File: config.mk
export PLATFORM = sky130hd
export DESIGN_NAME = x86_64_instruction_byte_encoder
export DESIGN_NICKNAME = d
export VERILOG_FILES = /design/src/rtl/xie_pkg.sv /design/src/rtl/xie_front.sv /design/src/rtl/xie_queue.sv /design/src/rtl/xie_back.sv /design/src/rtl/x86_64_instruction_byte_encoder.sv
export SDC_FILE = /design/constraint.sdc
export NUM_CORES = 1
export LEC_CHECK = 0
export BUFFER_PORTS_ARGS = -buffer_cell sky130_fd_sc_hd__buf_2
export CORE_AREA = 4 4 224 226
export DETAILED_ROUTE_END_ITERATION = 12
export DIE_AREA = 0 0 228 230
export HOLD_SLACK_MARGIN = 0.08
export PLACE_DENSITY = 0.65
export SYNTH_ARGS = -nofsm -noshare
export SYNTH_HDL_FRONTEND = slang
export SYNTH_SLANG_ARGS = --single-unit
File: constraint.sdc
create_clock -name clk -period 13.35 [get_ports clk]
set_clock_uncertainty 0.05 [all_clocks]
set_input_delay 0 -clock clk [delete_from_list [all_inputs] [get_ports clk]]
set_output_delay 0 -clock clk [all_outputs]
set_load 0.05 [all_outputs]
File: src/rtl/xie_pkg.sv
// Shared types and constants for the x86-64 instruction byte encoder.
// No dependencies.
package xie_pkg;
	localparam int MAX_PAD_BYTES = 64;
	localparam int DESC_BYTES = 15;
	localparam int QUEUE_DEPTH = 4;
	localparam int QUEUE_AW = $clog2(QUEUE_DEPTH);

	// Request kinds.
	localparam logic [4:0] K_MOV_RR = 5'd0;
	localparam logic [4:0] K_MOV_RI = 5'd1;
	localparam logic [4:0] K_MOV_RM = 5'd2;
	localparam logic [4:0] K_MOV_MR = 5'd3;
	localparam logic [4:0] K_ADD_RR = 5'd4;
	localparam logic [4:0] K_ADD_RI = 5'd5;
	localparam logic [4:0] K_SUB_RR = 5'd6;
	localparam logic [4:0] K_IMUL_RR = 5'd7;
	localparam logic [4:0] K_CMP_RR = 5'd8;
	localparam logic [4:0] K_CMP_RI = 5'd9;
	localparam logic [4:0] K_TEST_RR = 5'd10;
	localparam logic [4:0] K_JMP = 5'd11;
	localparam logic [4:0] K_JCC = 5'd12;
	localparam logic [4:0] K_CALL_REL = 5'd13;
	localparam logic [4:0] K_CALL_R = 5'd14;
	localparam logic [4:0] K_RET = 5'd15;
	localparam logic [4:0] K_PUSH = 5'd16;
	localparam logic [4:0] K_POP = 5'd17;
	localparam logic [4:0] K_LEA = 5'd18;
	localparam logic [4:0] K_NOP = 5'd19;
	localparam logic [4:0] K_NOP_N = 5'd20;
	localparam logic [4:0] K_MOVSD = 5'd21;
	localparam logic [4:0] K_ADDSD = 5'd22;
	localparam logic [4:0] K_SUBSD = 5'd23;
	localparam logic [4:0] K_MULSD = 5'd24;

	localparam logic [7:0] B_REX = 8'h40;
	localparam logic [7:0] B_NOP = 8'h90;

	// One classified instruction: a byte list or a padding run.
	typedef struct packed {
		logic [DESC_BYTES-1:0][7:0] bytes;
		logic [3:0] len;
		logic is_pad;
		logic [6:0] pad;
	} desc_t;
endpackage

File: src/rtl/xie_front.sv
// Front end: accepts a request and builds its byte list combinationally.
// Depends on xie_pkg.
module xie_front (
	input logic [4:0] req_type,
	input logic [3:0] first_reg,
	input logic [3:0] second_reg,
	input logic [3:0] cond_code,
	input logic signed [31:0] displacement,
	input logic signed [63:0] immediate,
	input logic [6:0] pad_count,
	output xie_pkg::desc_t desc,
	output logic emits
);
	import xie_pkg::*;

	logic [DESC_BYTES-1:0][7:0] b;
	logic [3:0] n;
	logic [1:0] md;
	logic [3:0] mreg;
	logic [3:0] mbase;
	logic [31:0] d;
	logic [7:0] rex;
	logic [7:0] sop;

	// Append helper state is kept as a running count in n.
	always_comb begin
		b = '0;
		n = '0;
		d = displacement;
		mreg = (req_type == K_MOV_MR) ? second_reg : first_reg;
		mbase = (req_type == K_MOV_MR) ? first_reg : second_reg;
		if (req_type == K_LEA)
			md = 2'd2;
		else if (d == 32'd0 && mbase[2:0] != 3'd5)
			md = 2'd0;
		else if ((d + 32'd128) < 32'd256)
			md = 2'd1;
		else
			md = 2'd2;
		rex = B_REX;
		sop = 8'h10;
		desc.is_pad = 1'b0;
		desc.pad = '0;
		case (req_type)
			K_MOV_RR, K_ADD_RR, K_SUB_RR, K_CMP_RR, K_TEST_RR: begin
				b[0] = B_REX | 8'h08 | {5'd0, second_reg[3], 1'b0, first_reg[3]};
				case (req_type)
					K_MOV_RR: b[1] = 8'h89;
					K_ADD_RR: b[1] = 8'h01;
					K_SUB_RR: b[1] = 8'h29;
					K_CMP_RR: b[1] = 8'h39;
					default: b[1] = 8'h85;
				endcase
				b[2] = {2'b11, second_reg[2:0], first_reg[2:0]};
				n = 4'd3;
			end
			K_MOV_RI: begin
				b[0] = B_REX | 8'h08 | {7'd0, first_reg[3]};
				b[1] = 8'hB8 + {5'd0, first_reg[2:0]};
				for (int i = 0; i < 8; i++)
					b[2+i] = immediate[8*i +: 8];
				n = 4'd10;
			end
			K_MOV_RM, K_MOV_MR, K_LEA: begin
				b[0] = B_REX | 8'h08 | {5'd0, mreg[3], 1'b0, mbase[3]};
				b[1] = (req_type == K_MOV_RM) ? 8'h8B :
					(req_type == K_LEA) ? 8'h8D : 8'h89;
				b[2] = {md, mreg[2:0], mbase[2:0]};
				n = 4'd3;
				if (mbase[2:0] == 3'd4) begin
					b[3] = 8'h24;
					n = 4'd4;
				end
				if (md == 2'd1) begin
					b[n] = d[7:0];
					n = n + 4'd1;
				end else if (md == 2'd2) begin
					for (int i = 0; i < 4; i++)
						b[n + 4'(i)] = d[8*i +: 8];
					n = n + 4'd4;
				end
			end
			K_ADD_RI, K_CMP_RI: begin
				b[0] = B_REX | 8'h08 | {7'd0, first_reg[3]};
				b[1] = 8'h81;
				b[2] = {2'b11, (req_type == K_ADD_RI) ? 3'd0 : 3'd7, first_reg[2:0]};
				for (int i = 0; i < 4; i++)
					b[3+i] = immediate[8*i +: 8];
				n = 4'd7;
			end
			K_IMUL_RR: begin
				b[0] = B_REX | 8'h08 | {5'd0, first_reg[3], 1'b0, second_reg[3]};
				b[1] = 8'h0F;
				b[2] = 8'hAF;
				b[3] = {2'b11, first_reg[2:0], second_reg[2:0]};
				n = 4'd4;
			end
			K_JMP, K_CALL_REL: begin
				b[0] = (req_type == K_JMP) ? 8'hE9 : 8'hE8;
				for (int i = 0; i < 4; i++)
					b[1+i] = d[8*i +: 8];
				n = 4'd5;
			end
			K_JCC: begin
				b[0] = 8'h0F;
				b[1] = 8'h80 + {4'd0, cond_code};
				for (int i = 0; i < 4; i++)
					b[2+i] = d[8*i +: 8];
				n = 4'd6;
			end
			K_CALL_R: begin
				if (first_reg[3]) begin
					b[0] = 8'h41;
					n = 4'd1;
				end
				b[n] = 8'hFF;
				b[n+4'd1] = {2'b11, 3'd2, first_reg[2:0]};
				n = n + 4'd2;
			end
			K_RET: begin
				b[0] = 8'hC3;
				n = 4'd1;
			end
			K_PUSH, K_POP: begin
				if (first_reg[3]) begin
					b[0] = 8'h41;
					n = 4'd1;
				end
				b[n] = ((req_type == K_PUSH) ? 8'h50 : 8'h58) + {5'd0, first_reg[2:0]};
				n = n + 4'd1;
			end
			K_NOP: begin
				b[0] = B_NOP;
				n = 4'd1;
			end
			K_NOP_N: begin
				desc.is_pad = 1'b1;
				desc.pad = (pad_count > 7'(MAX_PAD_BYTES)) ? 7'(MAX_PAD_BYTES) : pad_count;
			end
			K_MOVSD, K_ADDSD, K_SUBSD, K_MULSD: begin
				case (req_type)
					K_MOVSD: sop = 8'h10;
					K_ADDSD: sop = 8'h58;
					K_SUBSD: sop = 8'h5C;
					default: sop = 8'h59;
				endcase
				rex = B_REX | {5'd0, first_reg[3], 1'b0, second_reg[3]};
				b[0] = 8'hF2;
				n = 4'd1;
				if (first_reg[3] || second_reg[3]) begin
					b[1] = rex;
					n = 4'd2;
				end
				b[n] = 8'h0F;
				b[n+4'd1] = sop;
				b[n+4'd2] = {2'b11, first_reg[2:0], second_reg[2:0]};
				n = n + 4'd3;
			end
			default: n = '0;
		endcase
		desc.bytes = b;
		desc.len = n;
		emits = (n != 4'd0) || (desc.is_pad && desc.pad != 7'd0);
	end
endmodule

File: src/rtl/xie_queue.sv
// Short queue of classified instructions between front and back end.
// Depends on xie_pkg.
module xie_queue (
	input logic clk,
	input logic arst_n,
	input logic push,
	input xie_pkg::desc_t wdata,
	output logic full,
	input logic pop,
	output logic empty,
	output xie_pkg::desc_t rdata
);
	import xie_pkg::*;

	desc_t mem_q [QUEUE_DEPTH];
	logic [QUEUE_AW-1:0] wp_q;
	logic [QUEUE_AW-1:0] rp_q;
	logic [QUEUE_AW:0] cnt_q;

	assign full = (cnt_q == (QUEUE_AW+1)'(QUEUE_DEPTH));
	assign empty = (cnt_q == '0);
	assign rdata = mem_q[rp_q];

	// Entry storage.
	always_ff @(posedge clk) begin
		if (push && !full)
			mem_q[wp_q] <= wdata;
	end

	// Pointers and fill count.
	always_ff @(posedge clk or negedge arst_n) begin
		if (!arst_n) begin
			wp_q <= '0;
			rp_q <= '0;
			cnt_q <= '0;
		end else begin
			if (push && !full)
				wp_q <= wp_q + 1'b1;
			if (pop && !empty)
				rp_q <= rp_q + 1'b1;
			cnt_q <= cnt_q + (QUEUE_AW+1)'(push && !full) - (QUEUE_AW+1)'(pop && !empty);
		end
	end
endmodule

File: src/rtl/xie_back.sv
// Back end: walks one classified instruction and sends one byte per beat.
// Depends on xie_pkg.
module xie_back (
	input logic clk,
	input logic arst_n,
	input logic empty,
	input xie_pkg::desc_t desc,
	output logic pop,
	output logic out_valid,
	output logic [7:0] out_byte,
	output logic out_last,
	input logic out_stall
);
	import xie_pkg::*;

	logic [3:0] idx_q;
	logic [6:0] left_q;
	logic [3:0] run_q;
	logic started_q;
	logic [6:0] left;
	logic [3:0] run;
	logic fire;
	logic last;

	// Padding: each nine-byte run while nine remain, then single bytes.
	always_comb begin
		left = started_q ? left_q : desc.pad;
		run = started_q ? run_q : 4'd0;
		out_valid = !empty;
		out_byte = desc.bytes[idx_q];
		last = (idx_q + 4'd1 == desc.len);
		if (desc.is_pad) begin
			if (run != 4'd0 || left >= 7'd9) begin
				case (run)
					4'd0: out_byte = 8'h66;
					4'd1: out_byte = 8'h0F;
					4'd2: out_byte = 8'h1F;
					4'd3: out_byte = 8'h84;
					default: out_byte = 8'h00;
				endcase
			end else begin
				out_byte = B_NOP;
			end
			last = (left == 7'd1);
		end
		out_last = last;
		fire = out_valid && !out_stall;
		pop = fire && last;
	end

	// Walk state for the head entry.
	always_ff @(posedge clk or negedge arst_n) begin
		if (!arst_n) begin
			idx_q <= '0;
			left_q <= '0;
			run_q <= '0;
			started_q <= 1'b0;
		end else if (fire) begin
			if (last) begin
				idx_q <= '0;
				started_q <= 1'b0;
			end else begin
				idx_q <= idx_q + 4'd1;
				started_q <= 1'b1;
				left_q <= left - 7'd1;
				if (run != 4'd0 || left >= 7'd9)
					run_q <= (run == 4'd8) ? 4'd0 : run + 4'd1;
				else
					run_q <= 4'd0;
			end
		end
	end
endmodule

File: src/rtl/x86_64_instruction_byte_encoder.sv
// Top level of the x86-64 instruction byte encoder.
// Request channel: in_valid/in_stall with the operand fields. A request is
// taken when in_valid is high and in_stall is low.
// Result channel: out_valid/out_stall with code_byte and last_byte; one beat
// per machine code byte, last_byte marks the final byte of an instruction.
// First byte: the cycle after the request is taken, if the queue was empty.
// Throughput: one byte per cycle while out_stall is low; an instruction has
// 1 to 10 bytes (a padding request has its pad count, up to 64).
// The output byte rate is what sets it; the four-entry queue lets requests
// be taken while earlier instructions are still being sent.
// Unknown kinds and zero padding produce no beats and are dropped.
// Reset empties the queue and the byte walker. While out_stall is high the
// current byte holds, and requests keep being taken until the queue fills.
module x86_64_instruction_byte_encoder (
	input logic clk,
	input logic arst_n,
	input logic in_valid,
	output logic in_stall,
	input logic [4:0] req_type,
	input logic [3:0] first_reg,
	input logic [3:0] second_reg,
	input logic [3:0] cond_code,
	input logic signed [31:0] displacement,
	input logic signed [63:0] immediate,
	input logic [6:0] pad_count,
	output logic out_valid,
	input logic out_stall,
	output logic [7:0] code_byte,
	output logic last_byte
);
	import xie_pkg::*;

	desc_t fdesc;
	desc_t qdesc;
	logic emits;
	logic full;
	logic empty;
	logic pop;

	xie_front u_front (
		.req_type(req_type), .first_reg(first_reg), .second_reg(second_reg),
		.cond_code(cond_code), .displacement(displacement), .immediate(immediate),
		.pad_count(pad_count), .desc(fdesc), .emits(emits)
	);

	// Requests with no bytes are dropped instead of queued.
	assign in_stall = full;

	xie_queue u_queue (
		.clk(clk), .arst_n(arst_n), .push(in_valid && emits), .wdata(fdesc),
		.full(full), .pop(pop), .empty(empty), .rdata(qdesc)
	);

	xie_back u_back (
		.clk(clk), .arst_n(arst_n), .empty(empty), .desc(qdesc), .pop(pop),
		.out_valid(out_valid), .out_byte(code_byte), .out_last(last_byte),
		.out_stall(out_stall)
	);
endmodule

==> qor.txt <==
RSZ-0062 raised after global routing - false
Final Hold Fails - 0
Post-cts hold buffer count - 121
Bufs on Longest Clock Path - 3
Run status - complete, no violations
Synth top cells by count - 368 x edfxtp_1, 107 x mux4_2, 102 x nand2_1
Max transition margin - 20.7%
CP Max Fanout - 56
Synth Area in Simple Gates - 8.77%
Post-synth top area share - 57.9%
Gr usage total - 20.2%
CTS tree - built
H-tree lvl count - 2
CTS Sinks - 391
P&R area growth vs syn - 19.5%
# rows - 81
Die width - 228 um
Setup TNS Final - 0 ps
Worst Setup Start Kind - input pin
Post-synth EDFFs - 368
Syn avg cell area - 14.5 um^2
Ys async rst share - 5.88%
Worst-path clk slew - 60 ps
Pin count of the biggest net entering global routing - 58
Remaining DRCs - 0
Req. time, crit path - 13470 ps
Number of setup buffers added after CTS - 0
Die Area - 52400 um^2
Synth Area in Compound Gates - 10.2%
Peak supply drop - 108 uV
Dominant synthesized flop cell - edfxtp_1
Hold WC Path Type - input pin to register
Final wirelength - 54.4 mm
Iter 0 DRT Violations - 1862
Synth top area cells - edfxtp_1 58%, mux4_2 13%, dfrtp_1 3.0%, mux2i_1 2.0%, nand2_1 2.0%
Clk_lat worst skew - 540 ps
CORE AREA - 48300 um^2
Worst Setup Slack, final - 6990 ps
Final net count - 1674
Number of synthesized register bits - 391
Netlist cell types - 88
Fin crit share - 47.6%
Source of the worst register-to-register timing path - u_queue.rp_q[1]$_DFFE_PN0P_
Xor/xnor cell area share of the yosys netlist - 0.964%
Total of max-cap violations - 0
Place WS - 6480 ps
Cts repair resizes - 0
HP Start - immediate[3]
Mux cell area share after synthesis - 15.1%
Initial antenna violation count - 2
Syn Nets - 1455
First-pass GRT wire length - 81.4 mm
IO Port Bufs - 134
GRT overflow - 0
Via count - 13.1k
DRT antenna net count - 0
Total CTS buffers - 40
Synth warnings - 0
I/O pins - 135
Detailed Place HPWL - 36.7 mm
Count leader, synth - edfxtp_1
Dominant cell type by area after synthesis - edfxtp_1
CP Cell Sequence - buf_2, nor3b_2, nand2_1, mux2i_1, nand2b_1, inv_2, ha_1, mux2i_1, a211oi_1, o32ai_1, o2111ai_1, a211oi_2, a211oi_4, buf_4, buf_4
Largest family of logic cells by synthesized area - multiplexers
Minimum clock period - 6360 ps
Slew @ Worst Pin - 1180 ps
Max Freq - 157 MHz
Share of cells above drive strength 1 - 23.2%
Critical Path AT - 6480 ps
Post-synthesis adder-cell area fraction - 1.15%
Sequential area share after synthesis - 60.9%
Final setup fails - 0
Wire per inst - 24.9 um
Antenna cells - 0
Power Density - 190 nW/um^2
CTS root buffer - clkbuf_16
Mapped Cells - 1314
WS Path Type - input pin to register
DP Area - 20300 um^2
Layout fillers - 4131
Initial Utilization - 39.5%
P_leak - 7.94 nW
Setup crit end kind - register
Final GP Congestion - 0.942
Critical path origin - req_type[0]
Max Transition Viols Final - 0
Vias in the first global route - 12.9k
CP peak stage delay - 1050 ps
Drt pass-1 iters - 7
Vias per cell - 6.01
Netlist area before placement - 19100 um^2
Slowest-stage cell, CP - nor3b_2
Design Area, Final - 22800 um^2
Die height - 230 um
-- worst max-delay path: cells and delay by family --
| family | cells | cell delay, ps |
|---|---|---|
| AO/OA/AOI/OAI | 5 | 1730 |
| adder cells (fa/ha/maj) | 1 | 410 |
| buffers and inverters | 4 | 1750 |
| multiplexers | 2 | 390 |
| AND/OR/NAND/NOR | 3 | 2090 |
-- cell type report --
cell class	instances	area (um^2)	area share, %
clock buffers	50	1040	4.55
clock inverters	21	229	1.00
inverters	30	113	0.494
multi-input cells	796	6980	30.6
flip-flops and latches	391	11600	51.0
well taps	622	778	3.41
repair buffers	274	2030	8.92
-- cell families after synthesis --
kind of cell | Yosys count
xor gates and xnor gates | 21
and+or+nand+nor | 321
DFF | 391
AOI/OAI and AO/OA | 284
muxes | 153
adders and majority gates | 17
buffers and inverters | 127
-- report_power, final --
part	internal [mW]	switching [mW]	total (mW)	leakage, nW
registers	1.60	0.134	1.74	3.75
clock network	0.633	0.455	1.09	0.617
logic	0.618	0.883	1.50	3.57
total	2.85	1.47	4.33	7.94
-- metrics by stage --
| stage | power (mW) | util (%) | hold WS [ps] | std cells |
|---|---|---|---|---|
| 4_1_cts | 4.37 | 47.2 | 83.1 | 2184 |
| 5_1_grt | 4.53 | 47.2 | 102 | 2184 |
| 6_report | 4.33 | 47.2 | 95.2 | 2184 |
| 3_3_place_gp | 3.22 | 42.0 | -33.9 | 1992 |
| 3_5_place_dp | 3.25 | 42.0 | -34.0 | 1992 |
| 2_1_floorplan | 2.84 | - | -346 | 1314 |
-- registers in the layout, indices dropped and copies added, names as in the netlist --
register / count
u_queue.rp_q: 2
u_queue.cnt_q: 3
u_back.left_q: 7
u_queue.wp_q: 2
u_queue.mem_q: 368
u_back.run_q: 4
u_back.started_q: 1
u_back.idx_q: 4
-- placed cells by master, fill, tap and decap left out, drive strengths merged, types with 29 or more instances in the layout --
cell type      n
clkbuf        50
o21ai         75
buf          154
mux2i         39
nand3         40
dlygate4sd3  120
mux4         107
inv           29
nor2          45
a21oi         56
a22oi         45
nand2        102
edfxtp       368
-- per-layer routing --
metal	GRT usage [%]	wire [um]	vias to the layer above	share of wire, %
met3	4.26	4380	85	8.0
met5	0	0	-	0
met1	28.3	22800	6681	42
li1	-	-	5737	-
met2	32.7	26000	632	48
met4	4.84	1280	0	2.4
-- final timing paths --
| kind | cells past startpoint | slack, ps | to |
|---|---|---|---|
| max in group asynchronous | 4 | 12610 | u_queue.rp_q[1]$_DFFE_PN0P_ |
| max reg2reg | 12 | 8920 | u_queue.cnt_q[2]$_DFF_PN0_ |
| min reg2reg | 2 | 450 | u_back.left_q[0]$_DFFE_PN0P_ |
| min | 4 | 100 | u_queue.mem_q[0][31]$_DFFE_PP_ |
| min in group asynchronous | 4 | 470 | u_queue.wp_q[1]$_DFFE_PN0P_ |
| max | 15 | 6990 | u_queue.mem_q[2][31]$_DFFE_PP_ |
Note: power is estimated with default switching activity, not from simulation.
